### config.mk
export PLATFORM = sky130hd
export DESIGN_NAME = ptwa_fifo
export DESIGN_NICKNAME = d
export VERILOG_FILES = /design/src/sv/ptwa_fifo.sv
export SDC_FILE = /design/constraint.sdc
export NUM_CORES = 1
export LEC_CHECK = 0
export BUFFER_PORTS_ARGS = -buffer_cell sky130_fd_sc_hd__clkbuf_2
export CORE_AREA = 2 2 39 41
export DETAILED_ROUTE_END_ITERATION = 8
export DIE_AREA = 0 0 41 43
export PLACE_DENSITY = 0.41
export SYNTH_ARGS = -nofsm -noshare
export SYNTH_HDL_FRONTEND = slang
export SYNTH_SLANG_ARGS = --single-unit
### constraint.sdc
create_clock -name clk_i -period 2.3 [get_ports clk_i]
set_input_delay 0.46 -clock clk_i [delete_from_list [all_inputs] [get_ports clk_i]]
set_output_delay 0.46 -clock clk_i [all_outputs]
set_load 0.05 [all_outputs]
### src/sv/ptwa_fifo.sv
`default_nettype none
// ----------------------------------------------------------------------------
// ptwa_fifo
// Small register queue used between front and back and on the result side.
// ----------------------------------------------------------------------------
module ptwa_fifo #(
  parameter type         item_t = logic,
  parameter int unsigned DEPTH  = 2
) (
  input  wire logic   clk_i,
  input  wire logic   rst_ni,
  input  wire logic   push_i,
  input  wire item_t  data_i,
  output logic        full_o,
  input  wire logic   pop_i,
  output item_t       data_o,
  output logic        empty_o
);

  localparam int unsigned PTR_W = (DEPTH > 1) ? $clog2(DEPTH) : 1;
  localparam int unsigned CNT_W = $clog2(DEPTH + 1);

  item_t            mem_q [DEPTH];
  logic [PTR_W-1:0] wr_ptr_q, wr_ptr_d, rd_ptr_q, rd_ptr_d;
  logic [CNT_W-1:0] cnt_q, cnt_d;
  logic             do_push, do_pop;

  assign full_o  = (cnt_q == CNT_W'(DEPTH));
  assign empty_o = (cnt_q == '0);
  assign do_push = push_i && !full_o;
  assign do_pop  = pop_i && !empty_o;
  assign data_o  = mem_q[rd_ptr_q];

  always_comb begin
    wr_ptr_d = wr_ptr_q;
    rd_ptr_d = rd_ptr_q;
    cnt_d    = cnt_q;
    if (do_push) begin
      wr_ptr_d = (wr_ptr_q == PTR_W'(DEPTH - 1)) ? '0 : wr_ptr_q + 1'b1;
    end
    if (do_pop) begin
      rd_ptr_d = (rd_ptr_q == PTR_W'(DEPTH - 1)) ? '0 : rd_ptr_q + 1'b1;
    end
    if (do_push && !do_pop) begin
      cnt_d = cnt_q + 1'b1;
    end else if (do_pop && !do_push) begin
      cnt_d = cnt_q - 1'b1;
    end
  end

  always_ff @(posedge clk_i or negedge rst_ni) begin
    if (!rst_ni) begin
      wr_ptr_q <= '0;
      rd_ptr_q <= '0;
      cnt_q    <= '0;
    end else begin
      wr_ptr_q <= wr_ptr_d;
      rd_ptr_q <= rd_ptr_d;
      cnt_q    <= cnt_d;
    end
  end

  always_ff @(posedge clk_i) begin
    if (do_push) begin
      mem_q[wr_ptr_q] <= data_i;
    end
  end

endmodule
`default_nettype wire

---- After elaboration in Yosys (flattened, before gate mapping) ----
Memories as Yosys holds them, arrays and structs flattened.
Cells that the tools add are included.
operators by class
  reductions and logical operators ........ 10
  equality and inequality tests ........... 1
  add/subtract/negate cells ............... 4
  mux-type cells .......................... 6
operator list
  cell                 number
  $logic_and 1x1->1    4
  $logic_not 1->1      4
  $mux 1               4
  $mux 2               2
  $add 1x1->1 const B  2
  $add 2x1->2 const B  1
  $eq 2x2->1 const B   1
  $logic_not 2->1      1
  $reduce_bool 2->1    1
  $sub 2x1->2 const B  1
storage, ports and cells
  input bits .............................. 5
  memories kept ........................... 1
  flip-flop bits (word level) ............. 4
  output and inout bits ................... 3
  RAM bits ................................ 2
memory list
  memory  words  width  read ports  clocked after Yosys merged registers in  write ports  RTL line  source
  mem_q   2      1      1           0                                        1            23        item_t mem_q [DEPTH];

---- Logic depth before layout (Yosys ltp) ----
  depth after elaboration ................. 7
  depth in mapped cells ................... 7

---- Worst setup path before layout ----
No wires, ideal clock.
  kind .................................... register to output
  start ................................... register cnt_q[0]
  end ..................................... output empty_o
  path slack .............................. 0.773 ns
  arrival time ............................ 1.067 ns
  stages on the path, launching flop included .. 2
  buffers on the path ..................... 0
  data required time ...................... 1.840 ns
  cells stage by stage .................... dfrtp_1 > nor2_1
on the way
  word-level cells in the longest chain between the ends .. 1
RTL lines
  item                    RTL line  source
  start, declared         25        logic [CNT_W-1:0] cnt_q, cnt_d;
  start signal, assigned  59        cnt_q <= cnt_d;
  $logic_not 2->1         29        assign empty_o = (cnt_q == '0);
  end, declared           17        output logic empty_o
No other way between the ends.

---- Worst setup path after layout ----
  start ................................... register cnt_q[0]
  end ..................................... output full_o
on the way
  word-level cells in the longest chain between the ends .. 1
RTL lines
  item           RTL line  source
  $eq 2x2->1     28        assign full_o = (cnt_q == CNT_W'(DEPTH));
  end, declared  14        output logic full_o,
No other way between the ends.

==> impl_metrics.json <==
{
  "coreArea_sq_mm": 0.00138,
  "gp_congestion": 0.592,
  "multi_input_area_sq_um": 100,
  "hold_depth": 1,
  "drv_slew": 0,
  "cp-end-kind": "output pin",
  "setup_viol": 0,
  "cts_setup_buffers": 0,
  "grt_pass1_wl_um": 738,
  "hp-start": "data_i",
  "final_common_cell": "clkbuf_2",
  "crit_family": "flip-flops",
  "tightest_slew_ns": 0.278,
  "busiest_layer": "met4",
  "min_delay_worst_endpoint": "mem_q[0]",
  "crit_buf_inv": 2,
  "die_area_sq_mm": 0.00176,
  "htreeDepth": 1,
  "dieHeight_um": 43,
  "area_growth_pct": 34.1,
  "reg2reg_setup_slack_ns": 0.80,
  "ctsResizeCount": 0,
  "reg2reg_to": "cnt_q[1]",
  "max_freq_ghz": 0.604,
  "layout.nets": 41,
  "drv_cap": 0,
  "grt_util_met1_pct": 4.61,
  "cts_tree": "done",
  "seqCellArea_sq_um": 160,
  "stdcell_count": 50,
  "firstDrtPassIters": 1,
  "ir_worst_vdd_mv": 0.339,
  "reg2reg_depth": 7,
  "grt_max_degree": 6,
  "tns_ns": 0,
  "synth_top_family_by_area": "XOR/XNOR gates",
  "start_kind": "register",
  "n_antenna_cell": 0,
  "syn-num-nets": 28,
  "clkTransAtPathRegs_ns": 0.05,
  "period_needed_ns": 1.65,
  "vias": 186,
  "hold_path.class": "in -> reg",
  "hold_violations": 0,
  "synth-compound-area-share_pct": 1.87,
  "fp.dieW_um": 41,
  "cts_root_buf": "clkbuf_4",
  "ys_seq_area_share_pct": 59.8,
  "cts_sinks": 6,
  "met3_usage_pct": 1.57,
  "antenna_found_initial": 0,
  "critical_path_class": "reg -> out",
  "synth_cell_type_count": 12,
  "worst-path-max-fanout": 5,
  "slew_headroom_pct": 81.6,
  "nFillCells": 157,
  "initial_core_util_pct": 19.3,
  "rr_startpoint": "cnt_q[0]",
  "wl_per_cell_um": 8.88,
  "ios": 8,
  "dp.cells": 45,
  "cts_inserted_buffers": 3,
  "antenna_left": 0,
  "p_leak_nw": 0.174,
  "vias_per_cell": 3.72,
  "critical_path.max_stage_delay_ns": 0.43,
  "place.port_buffers": 7,
  "worst_ep_arrival_time_ns": 1.19,
  "worst_ep_required_time_ns": 1.84,
  "clock_latency_ns": 0.25,
  "period_share_pct": 71.9,
  "synthAdderAreaFrac_pct": 4.67,
  "num_rows": 14,
  "syn_inst": 22,
  "ys_warn_count": 0,
  "gr-usage-met2_pct": 11.3,
  "cts_hold_buf": 0,
  "drt-initial-drc-count": 0,
  "syn_area_per_cell_sq_um": 12.2,
  "cp_cell_sequence": "nand2b_1 -> inv_1 -> clkbuf_2",
  "grt-ovfl-total": 0,
  "ys_ff_latch": 6,
  "final_cell_mix": "7 x clkbuf_2, 4 x dfrtp_1, 3 x nor2_1, 3 x xnor2_1, 3 x clkbuf_4",
  "synthMuxAreaShare_pct": 4.21,
  "status": "finished clean",
  "track_usage_pct": 7.18,
  "clk_path_buf_depth": 2,
  "skew_ns": 0.00770,
  "synthSimpleGateAreaFrac_pct": 10.3,
  "grt_pass1_vias": 197,
  "layout-drive-gt1-share_pct": 32.4,
  "synth-xor-area-share_pct": 16.4,
  "synthesis.area_sq_um": 268,
  "rsz0062_at_grt": "false",
  "drc_errors": 0,
  "power_density_mw_per_mm2": 1580,
  "totalWireLength_um": 444,
  "cpMaxStageDelayCell": "dfrtp_1",
  "hpwl_um": 374
}
[area by class of cell]
cell class	instances	share of cell area, %
clock buffers	4	7.32
inverters	2	2.09
multi-input cells	14	27.9
flip-flops and latches	6	44.6
well taps	16	5.57
repair buffers	8	12.5
[worst max path at each step]
stage / start / to / slack, ns / depth (start not counted)
after floorplan: cnt_q[0] / empty_o / 0.77 / 1
after global placement: cnt_q[0] / cnt_q[1] / 0.88 / 7
after detailed placement: cnt_q[0] / cnt_q[1] / 0.80 / 7
after CTS: cnt_q[0] / full_o / 0.62 / 3
after global routing: cnt_q[0] / full_o / 0.57 / 3
final: cnt_q[0] / full_o / 0.65 / 3
[kinds of logic after synthesis]
kind of cell / after synthesis
compound gates: 1
xor+xnor: 5
mux: 1
flops: 6
simple gates: 6
buf+inv: 2
fa+ha+maj: 1
[synthesized netlist by cell type, drive strengths merged]
cell / n / area, sq um
dfrtp: 4 / 100
nor2: 3 / 11.3
xnor2: 3 / 26.3
edfxtp: 2 / 60.1
inv: 2 / 7.51
xor2: 2 / 17.5
and3: 1 / 6.26
ha: 1 / 12.5
mux2: 1 / 11.3
nand2: 1 / 3.75
nand2b: 1 / 6.26
o21ai: 1 / 5.00
[registers in the layout, indices dropped and copies added (netlist names)]
name and flops:
cnt_q 2, rd_ptr_q 1, wr_ptr_q 1, mem_q 2
[routing by layer]
| layer | routed length, um | up-vias |
|---|---|---|
| li1 | - | 95 |
| met1 | 143 | 89 |
| met2 | 294 | 2 |
| met3 | 7 | 0 |
| met4 | 0 | 0 |
| met5 | 0 | - |
[metrics by stage]
stage / cell area (sq um) / util [%] / setup WS (ns) / hold slack (ns) / total power, mW
floorplan: 268 / - / 0.773 / 0.164 / 0.411
global placement: 323 / 23.3 / 0.878 / 0.272 / 0.458
detailed placement: 323 / 23.3 / 0.803 / 0.274 / 0.466
CTS: 349 / 25.2 / 0.623 / 0.000627 / 0.578
global route: 359 / 25.9 / 0.572 / 0.395 / 0.611
finish: 359 / 25.9 / 0.645 / 0.407 / 0.567
[worst register-to-register path: cells and delay by family (launching register included)]
family | cells | cell delay, ns
simple gates | 3 | 0.45
buf+inv | 1 | 0.06
flops | 1 | 0.43
xor+xnor | 2 | 0.30
fa+ha+maj | 1 | 0.19
[power breakdown]
part	leakage [nW]	switching (mW)	internal, mW
Clock	0.0150	0.0385	0.0657
Combinational	0.0942	0.164	0.0949
Sequential	0.0652	0.0433	0.160
Total	0.174	0.246	0.321
No activity file was read; power rests on OpenSTA's default activity.
