[src/sv/ptwa_pkg.sv]
`default_nettype none
// ----------------------------------------------------------------------------
// ptwa_pkg
// Shared types and constants of the pass time window average block: the
// input and result items, the command passed from front to back, and the
// back-end sequencer states.
// ----------------------------------------------------------------------------
package ptwa_pkg;

  localparam int unsigned TIME_W      = 32;
  localparam int unsigned DIR_W       = 3;
  localparam int unsigned DCOUNT_W    = 4;
  localparam int unsigned FRAC_W      = 8;
  // from_dir * count + to_dir stays below 8 * 16
  localparam int unsigned PAIR_CALC_W = 7;
  localparam int unsigned APB_AW      = 3;
  localparam int unsigned APB_DW      = 32;

  localparam logic REQ_ADD   = 1'b0;
  localparam logic REQ_QUERY = 1'b1;

  localparam logic                REG_IDX_DIR_COUNT = 1'b0;
  localparam logic [DCOUNT_W-1:0] DIR_COUNT_RST     = 4'd4;

  typedef struct packed {
    logic              req_type;
    logic [DIR_W-1:0]  from_dir;
    logic [DIR_W-1:0]  to_dir;
    logic [TIME_W-1:0] pass_time;
  } req_item_t;

  typedef struct packed {
    logic [TIME_W-1:0] average_whole;
    logic [FRAC_W-1:0] average_fraction;
    logic              no_samples;
    logic              bad_direction;
  } res_item_t;

  typedef struct packed {
    logic                   query;
    logic                   bad;
    logic [PAIR_CALC_W-1:0] pair;
    logic [TIME_W-1:0]      pass_time;
  } cmd_t;

  typedef enum logic [2:0] {
    BK_IDLE,
    BK_ROW,
    BK_RING,
    BK_DIV,
    BK_OUT
  } back_state_e;

endpackage
`default_nettype wire

[src/sv/ptwa_front.sv]
`default_nettype none
// ----------------------------------------------------------------------------
// ptwa_front
// Accepts input items, checks the directions against the configured count,
// forms the pair index and queues a command; adds with a bad direction are
// dropped here.
// ----------------------------------------------------------------------------
module ptwa_front
  import ptwa_pkg::*;
#(
  parameter int unsigned MAX_DIRECTIONS = 8
) (
  input  wire logic                clk_i,
  input  wire logic                rst_ni,
  input  wire logic [DCOUNT_W-1:0] dir_count_i,
  input  wire logic                push_i,
  input  wire req_item_t           item_i,
  output logic                     full_o,
  output logic                     cmd_push_o,
  output cmd_t                     cmd_o,
  input  wire logic                cmd_full_i
);

  localparam int unsigned N_W = DCOUNT_W + 1;

  logic [N_W-1:0] count_ext, count_eff;
  logic           bad;

  assign count_ext = {1'b0, dir_count_i};
  // saturate at the number of directions the stores are built for
  assign count_eff = (count_ext > N_W'(MAX_DIRECTIONS)) ? N_W'(MAX_DIRECTIONS) : count_ext;

  assign bad = (N_W'(item_i.from_dir) >= count_eff) || (N_W'(item_i.to_dir) >= count_eff);

  always_comb begin
    cmd_o.query     = (item_i.req_type == REQ_QUERY);
    cmd_o.bad       = bad;
    cmd_o.pair      = PAIR_CALC_W'(item_i.from_dir) * PAIR_CALC_W'(count_eff)
                    + PAIR_CALC_W'(item_i.to_dir);
    cmd_o.pass_time = item_i.pass_time;
  end

  assign full_o     = cmd_full_i;
  assign cmd_push_o = push_i && !cmd_full_i && !((item_i.req_type == REQ_ADD) && bad);

  property p_bad_add_dropped;
    @(posedge clk_i) disable iff (!rst_ni)
      (push_i && bad && (item_i.req_type == REQ_ADD)) |-> !cmd_push_o;
  endproperty
  a_bad_add_dropped: assert property (p_bad_add_dropped)
    else $error("add with bad direction reached the command queue");

  property p_pair_in_range;
    @(posedge clk_i) disable iff (!rst_ni)
      (cmd_push_o && !cmd_o.bad)
        |-> (int'(cmd_o.pair) < MAX_DIRECTIONS * MAX_DIRECTIONS);
  endproperty
  a_pair_in_range: assert property (p_pair_in_range)
    else $error("pair index beyond the pair stores");

  property p_query_not_dropped;
    @(posedge clk_i) disable iff (!rst_ni)
      (push_i && !cmd_full_i && (item_i.req_type == REQ_QUERY)) |-> cmd_push_o;
  endproperty
  a_query_not_dropped: assert property (p_query_not_dropped)
    else $error("accepted query not queued");

endmodule
`default_nettype wire

[config.mk]
export PLATFORM = sky130hd
export DESIGN_NAME = ptwa_front
export DESIGN_NICKNAME = d
export VERILOG_FILES = /design/src/sv/ptwa_pkg.sv /design/src/sv/ptwa_front.sv
export SDC_FILE = /design/constraint.sdc
export NUM_CORES = 1
export LEC_CHECK = 0
export ABC_AREA = 1
export BUFFER_PORTS_ARGS = -buffer_cell sky130_fd_sc_hd__clkbuf_2
export CORE_ASPECT_RATIO = 1.5
export CORE_MARGIN = 2
export CORE_UTILIZATION = 38
export DETAILED_ROUTE_END_ITERATION = 12
export GPL_TIMING_DRIVEN = 0
export PLACE_DENSITY_LB_ADDON = 0.15
export SYNTH_ARGS = -nofsm -noshare
export SYNTH_HDL_FRONTEND = slang
export SYNTH_SLANG_ARGS = --single-unit
[constraint.sdc]
create_clock -name vclk -period 4.5
set_input_delay 0.9 -clock vclk [all_inputs]
set_output_delay 0.9 -clock vclk [all_outputs]
set_load 0.1 [all_outputs]
After elaboration in Yosys (flattened, before gate mapping)
Cells that the tools add are included.
{"block": "word_totals", "reg_bits": 0, "inputBits": 47, "out_inout_bits": 43}
{"block": "classes", "addsub": 1, "mul": 1, "order_cmp": 3, "n_mux": 1, "bitwise": 1, "reduce_logical": 6}
{"op": "$ge A3 B4 Y1", "n": 2}
{"op": "$add A7 B3 Y7", "n": 1}
{"op": "$mul A3 B4 Y7", "n": 1}
{"op": "$gt A4 B4 Y1 const B", "n": 1}
{"op": "$mux W4", "n": 1}
{"op": "$logic_and A1 B1 Y1", "n": 3}
{"op": "$logic_not A1 Y1", "n": 2}
{"op": "$logic_or A1 B1 Y1", "n": 1}
{"op": "$not A1 Y1", "n": 1}

Logic depth before layout (Yosys ltp)
Gate-level depths: netlist of the first run.
{"block": "depth", "word_depth": 7, "mapped_depth": 13, "ltp_nobuf": 13}

Worst setup path before layout of the first run
Ideal clock, no wire load.
{"block": "synth_timing", "path_kind": "input to output", "startpoint": "input port dir_count_i[3]", "endpoint": "output port cmd_o[37] (netlist bit)", "arrival_ns": 4.417, "path_slack_ns": -0.817, "path_stages": 10, "cell_sequence": "buf_6 -> nor2_1 -> inv_1 -> nor2_1 -> fa_1 -> fa_1 -> inv_1 -> fa_1 -> o21ai_1 -> xor2_1"}
{"element": "from (decl)", "line_no": "ptwa_front.sv:15", "source": "input wire logic [DCOUNT_W-1:0] dir_count_i,"}
{"element": "to (decl)", "line_no": "ptwa_front.sv:20", "source": "output cmd_t cmd_o,"}

==> run_results.csv, run 1 <==
group,metric,value,unit
status,status,"finished clean",
global_routing,grt_max_degree,11,
global_routing,grt-ovfl-total,0,
timing,setup_viol,0,
placed_design,port_buffers,56,
synthesis,synth_area_leader_cell,"buf_4",
synthesis,synth_xor_area_share,2.885,%
cells_and_area,drive_gt1_share,59.34,%
timing,max-slew-margin-rel,63.80,%
route,drt-initial-drc-count,4,
cells_and_area,num_antenna_cells,0,
critical_path,cpMostUsedCell,"fa_1",
critical_path,crit_path_end_kind,"output port",
timing,fin_crit_sh,96.70,%
floorplan,boundaryPins,90,
power_and_ir_drop,peakVddDrop,0.2286,mV
synthesis,synth-simple-area-share,15.66,%
cells_and_area,area_growth,46.15,%
critical_path,criticalPathCategory,"input pin to output port",
critical_path,crit_slowest_cell,"fa_1",
timing,rsz0062_at_grt,"false",
floorplan,die-area,0.002813,mm²
global_routing,antenna_found_initial,0,
synthesis,synth_area_per_cell,7.229,µm²
timing,layout_min_cycle_time,4352,ps
route,dr_total_vias,888,
timing,max_freq,0.2298,GHz
cells_and_area,seq_cell_count,0,
global_routing,grt.total_usage,11.45,%
placed_design,dp_hpwl,1.732,mm
synthesis,ys_seq_area_share,0,%
cells_and_area,final_cells,205,
placed_design,place_inst,205,
timing,layout_setup_ws,148.5,ps
floorplan,die_x,43.98,µm
synthesis,syn-instance-count,126,
critical_path,crit_required,3600,ps
route,finalWirelength,1.805,mm
synthesis,synth_top_family_by_area,"buffers and inverters",
synthesis,netlist_area,910.9,µm²
critical_path,path_cells,"clkbuf_2, buf_6, nor2_2, ha_2, fa_1, fa_1, inv_1, fa_2, o21ai_4, xor2_4, clkbuf_16",
synthesis,ys_warn_count,0,
critical_path,crit_fanout,10,
route,drc,0,
global_routing,grt_pass1_vias,714,
floorplan,rows,21,
timing,slew_viol_final,0,
route,firstDrtPassIters,3,
global_routing,grt_pass1_wl,2.670,mm
placed_design,gp_congestion,0.7577,
route,drtAntennaViolNets,0,
timing,worstMarginPinSlew,545.3,ps
synthesis,synthAdderAreaFrac,36.26,%
cells_and_area,nets,255,
min_path,hold_path.class,"input pin to output port",
power_and_ir_drop,p_per_area,257.3,mW/mm²
synthesis,synth_mux_area_share,0,%
critical_path,cp_data_arrival_time,3450,ps
critical_path,cp_slowest_stage_delay,520,ps
timing,setup-tns-final,0,ps
placed_design,place_worst_setup_slack,-409.3,ps
critical_path,startpoint,"dir_count_i[3]",
synthesis,synthTopCellsByArea,"buf_4 (29%), ha_1 (27%), inv_1 (9.9%)",
critical_path,startpoint_type,"input pin",
floorplan,core_area,0.002260,mm²
route,vias_per_cell,4.332,
cells_and_area,seqCellArea,0,µm²
clocking,cts_setup_buffers,0,
clocking,cts.hold.buffers_added,0,
cells_and_area,clkbuf_count,0,
synthesis,synth_top_area_share,28.85,%
floorplan,die-height,63.97,µm
critical_path,endpoint,"cmd_o[37]",
synthesis,syn_nets,197,
timing,hold_viol_final,0,
power_and_ir_drop,leakagePower,0.8616,nW
flow_run,cap_violations,0,
route,wl_per_cell,8.805,µm
synthesis,synthDistinctLibCells,17,
floorplan,initial_utilization,40.31,%
synthesis,synth-compound-area-share,5.220,%
[critical path: cells and delay by family]
kind	cells	cell delay, ps
adder cells (fa/ha/maj)	4	1540
AND/OR/NAND/NOR	1	130
AO/OA/AOI/OAI	1	210
buffers and inverters	4	520
XOR/XNOR	1	170
[synth_stat cells]
| cell | n |
|---|---|
| a21oi_1 | 3 |
| a21oi_2 | 1 |
| buf_4 | 35 |
| buf_6 | 1 |
| fa_1 | 4 |
| ha_1 | 20 |
| inv_1 | 24 |
| nand2_1 | 18 |
| nand3_1 | 1 |
| nand3_2 | 2 |
| nand4_1 | 1 |
| nor2_1 | 9 |
| nor3_1 | 2 |
| o21ai_1 | 1 |
| o21bai_4 | 1 |
| xnor2_1 | 1 |
| xor2_1 | 2 |
[layout by cell type, fill, tap and decap left out]
master	n
buf_6	1
fa_2	1
clkbuf_4	2
inv_1	23
nand2_1	17
nand3_2	2
xor2_4	2
a21oi_2	1
nor2_1	7
ha_2	2
clkbuf_16	1
nor2_2	2
fa_1	3
nand4_1	1
buf_8	1
ha_1	18
buf_4	35
xnor2_2	1
nand3_1	1
o21ai_4	1
nor3_2	1
nor3_1	1
inv_2	1
nand2_2	1
a21oi_1	3
clkbuf_2	52
o21bai_4	1
[routing by layer]
layer  vias to the layer above  part of all wire (%)  track usage, %
li1                        459                     -               -
met1                       380                    30           11.82
met2                        49                    61           24.82
met3                         0                   9.3          0.2825
met4                         0                     0               0
met5                         -                     0               0
[metrics by stage]
step                      area [µm²]  total power, mW  util, %  hold slack, ps
after floorplan                955.9           0.2946        -            2012
after global placement          1265           0.3311    55.98            2262
after detailed placement        1265           0.3337    55.98            2262
after CTS                       1313           0.3431    58.08            2262
after global routing            1331           0.3587    58.91            2264
final                           1331           0.3425    58.91            2261
[area by class of cell]
class	count	area [µm²]
plain buffers	36	274.0
fillers	218	928.4
inverters	24	90.09
multi-input cells	66	623.1
well taps	23	28.78
repair buffers	56	315.3
[worst min path at each step]
stage | end | cells after the start | slack (ps) | start
2_1_floorplan | cmd_o[0] | 1 | 2010 | item_i[0]
3_3_place_gp | cmd_o[3] | 2 | 2260 | item_i[3]
3_5_place_dp | cmd_o[18] | 2 | 2260 | item_i[18]
4_1_cts | cmd_o[15] | 2 | 2260 | item_i[15]
5_1_grt | cmd_o[1] | 2 | 2260 | item_i[1]
6_report | cmd_o[15] | 2 | 2260 | item_i[15]
[report_power, final]
group	internal [mW]	total [mW]	switching (mW)
sequential	0	0	0
combinational	0.0781	0.342	0.264
clock	0	0	0
[cell families after synthesis]
logic type,Yosys count
compound gates,6
buf+inv,60
fa+ha+maj,24
simple gates,33
xor+xnor,3
[repair_timing]
item	CTS	global route
pin swaps	1	3
endpoints found under the setup margin	4	5
cloned	0	0
gates resized for setup	10	8
endpoints found under the hold margin	0	0
(Power assumes the default switching activity.)
==> inputs of run 2 (changes only) <==
Clock period 4.5 ns to 4.4 ns, I/O delays scaled along.
==> run 2 against run 1 <==
  * Core utilization increased by 1.4 points
  * Die area unchanged
  * Via count increased by 0.34%
  * Hold slack got worse by 40 ps
  * Global-route usage unchanged
  * Total power increased by 3.3%
  * Final area increased by 2.4%
  * Critical path depth unchanged
==> run_results.csv, run 2 (same netlist as run 1, synthesis figures left out) <==
group,metric,value,unit
timing,max-slew-margin-rel,63.80,%
power_and_ir_drop,peakVddDrop,0.2339,mV
power_and_ir_drop,p_per_area,259.4,mW/mm²
timing,rsz0062_at_grt,"false",
global_routing,grt_max_degree,11,
floorplan,die-height,63.97,µm
floorplan,initial_utilization,40.31,%
critical_path,criticalPathCategory,"input pin to output port",
route,route.met3.wl,168,µm
timing,fin_crit_sh,97.28,%
route,routedLengthMet1,540,µm
global_routing,grt_pass1_vias,714,
floorplan,rows,21,
route,drt-initial-drc-count,7,
flow_run,cap_violations,0,
floorplan,core_area,0.002260,mm²
timing,worstMarginPinSlew,545.3,ps
floorplan,boundaryPins,90,
route,vias_per_cell,4.325,
timing,setup_viol,0,
cells_and_area,area_growth,49.73,%
timing,hold_viol_final,0,
critical_path,crit_fanout,10,
status,status,"finished clean",
global_routing,grt.total_usage,11.45,%
cells_and_area,drive_gt1_share,60.66,%
critical_path,startpoint_type,"input pin",
timing,max_freq,0.2336,GHz
placed_design,dp_hpwl,1.732,mm
placed_design,gp_congestion,0.7577,
critical_path,cp_data_arrival_time,3400,ps
cells_and_area,nets,256,
route,drc,0,
cells_and_area,seq_cell_count,0,
route,dr_total_vias,891,
power_and_ir_drop,leakagePower,0.8690,nW
placed_design,port_buffers,56,
floorplan,die-area,0.002813,mm²
cells_and_area,final_cells,206,
cells_and_area,seqCellArea,0,µm²
cells_and_area,num_antenna_cells,0,
route,topRoutingLayerUsed,"met3",
min_path,hold_end,"cmd_o[15]",
min_path,hold_path.class,"input pin to output port",
route,dr_wl_met2,1.107,mm
cells_and_area,mostFrequentLayoutCell,"clkbuf_2",
min_path,min_path_cells,2,
timing,layout_min_cycle_time,4280,ps
power_and_ir_drop,p_total,0.3537,mW
route,wl_per_cell,8.816,µm
cells_and_area,fill_cells,213,
floorplan,die_x,43.98,µm
global_routing,antenna_found_initial,0,
cells_and_area,clkbuf_count,0,
route,drtAntennaViolNets,0,
route,firstDrtPassIters,4,
route,finalWirelength,1.816,mm
min_path,hp-start,"item_i[15]",
cells_and_area,final_util,60.35,%
global_routing,grt-ovfl-total,0,
cells_and_area,layout_common_cells,"clkbuf_2 (52), buf_4 (36), inv_1 (22), ha_1 (18), nand2_1 (17)",
timing,slew_viol_final,0,
critical_path,crit_path_end_kind,"output port",
global_routing,grt_pass1_wl,2.670,mm
critical_path,crit_required,3520,ps
placed_design,place_inst,205,
-- run 2: changes by cell type in the layout (fill, tap and decap cells not counted) --
cell,change
nor2_2,-2
buf_4,+1
nor2_4,+3
inv_4,+1
buf_12,+1
inv_1,-1
nor2_1,-1
buf_8,-1
-- run 2: how the worst max path moves through the flow --
stage,startpoint,slack [ps],endpoint,depth (start not counted)
after floorplan,dir_count_i[3],-250,cmd_o[35],9
after global placement,dir_count_i[3],-440,cmd_o[37],12
after detailed placement,dir_count_i[3],-470,cmd_o[37],12
after CTS,dir_count_i[3],4,cmd_o[38],14
after global routing,dir_count_i[3],8,cmd_o[37],12
final,dir_count_i[3],120,cmd_o[37],11
-- run 2: where the power goes --
group	internal [mW]	switching, mW	total [mW]
logic	0.0815	0.272	0.354
clock network	0	0	0
registers	0	0	0
total	0.0815	0.272	0.354
-- run 2: timing repair --
item | 4_1_cts | 5_1_grt
resized for setup | 11 | 14
pin swaps | 2 | 7
setup buffers | 0 | 1
hold buffers | 0 | 0
gates cloned | 0 | 0
setup endpoints to repair | 4 | 5
-- run 2: layout make-up --
cell class	instances	area [µm²]	area share (%)
Timing Repair Buffer	57	327.8	24.04
Multi-Input combinational cell	66	640.6	46.97
Tap cell	23	28.78	2.110
Inverter	24	92.59	6.789
Buffer	36	274.0	20.09
-- run 2: critical path: stages --
cell,delay [ps]
clkbuf_2,100
buf_6,140
nor2_4,90
ha_2,180
fa_1,420
fa_1,530
inv_2,50
fa_2,400
o21ai_4,210
xor2_4,170
clkbuf_16,220
-- run 2: per-layer routing --
layer | track usage [%] | vias to the layer above
li1 | - | 460
met1 | 11.82 | 382
met2 | 24.82 | 49
met3 | 0.2825 | 0
met4 | 0 | 0
met5 | 0 | -
-- run 2: per-stage QoR --
step	worst slack (ps)	hold slack [ps]	cell area [µm²]	TNS (ps)
after floorplan	-252.6	1972	955.9	-553.0
final	119.6	2221	1364	0
after CTS	3.687	2222	1315	0
after global routing	7.642	2224	1364	0
after detailed placement	-469.3	2222	1265	-1000
after global placement	-442.1	2222	1265	-840.6
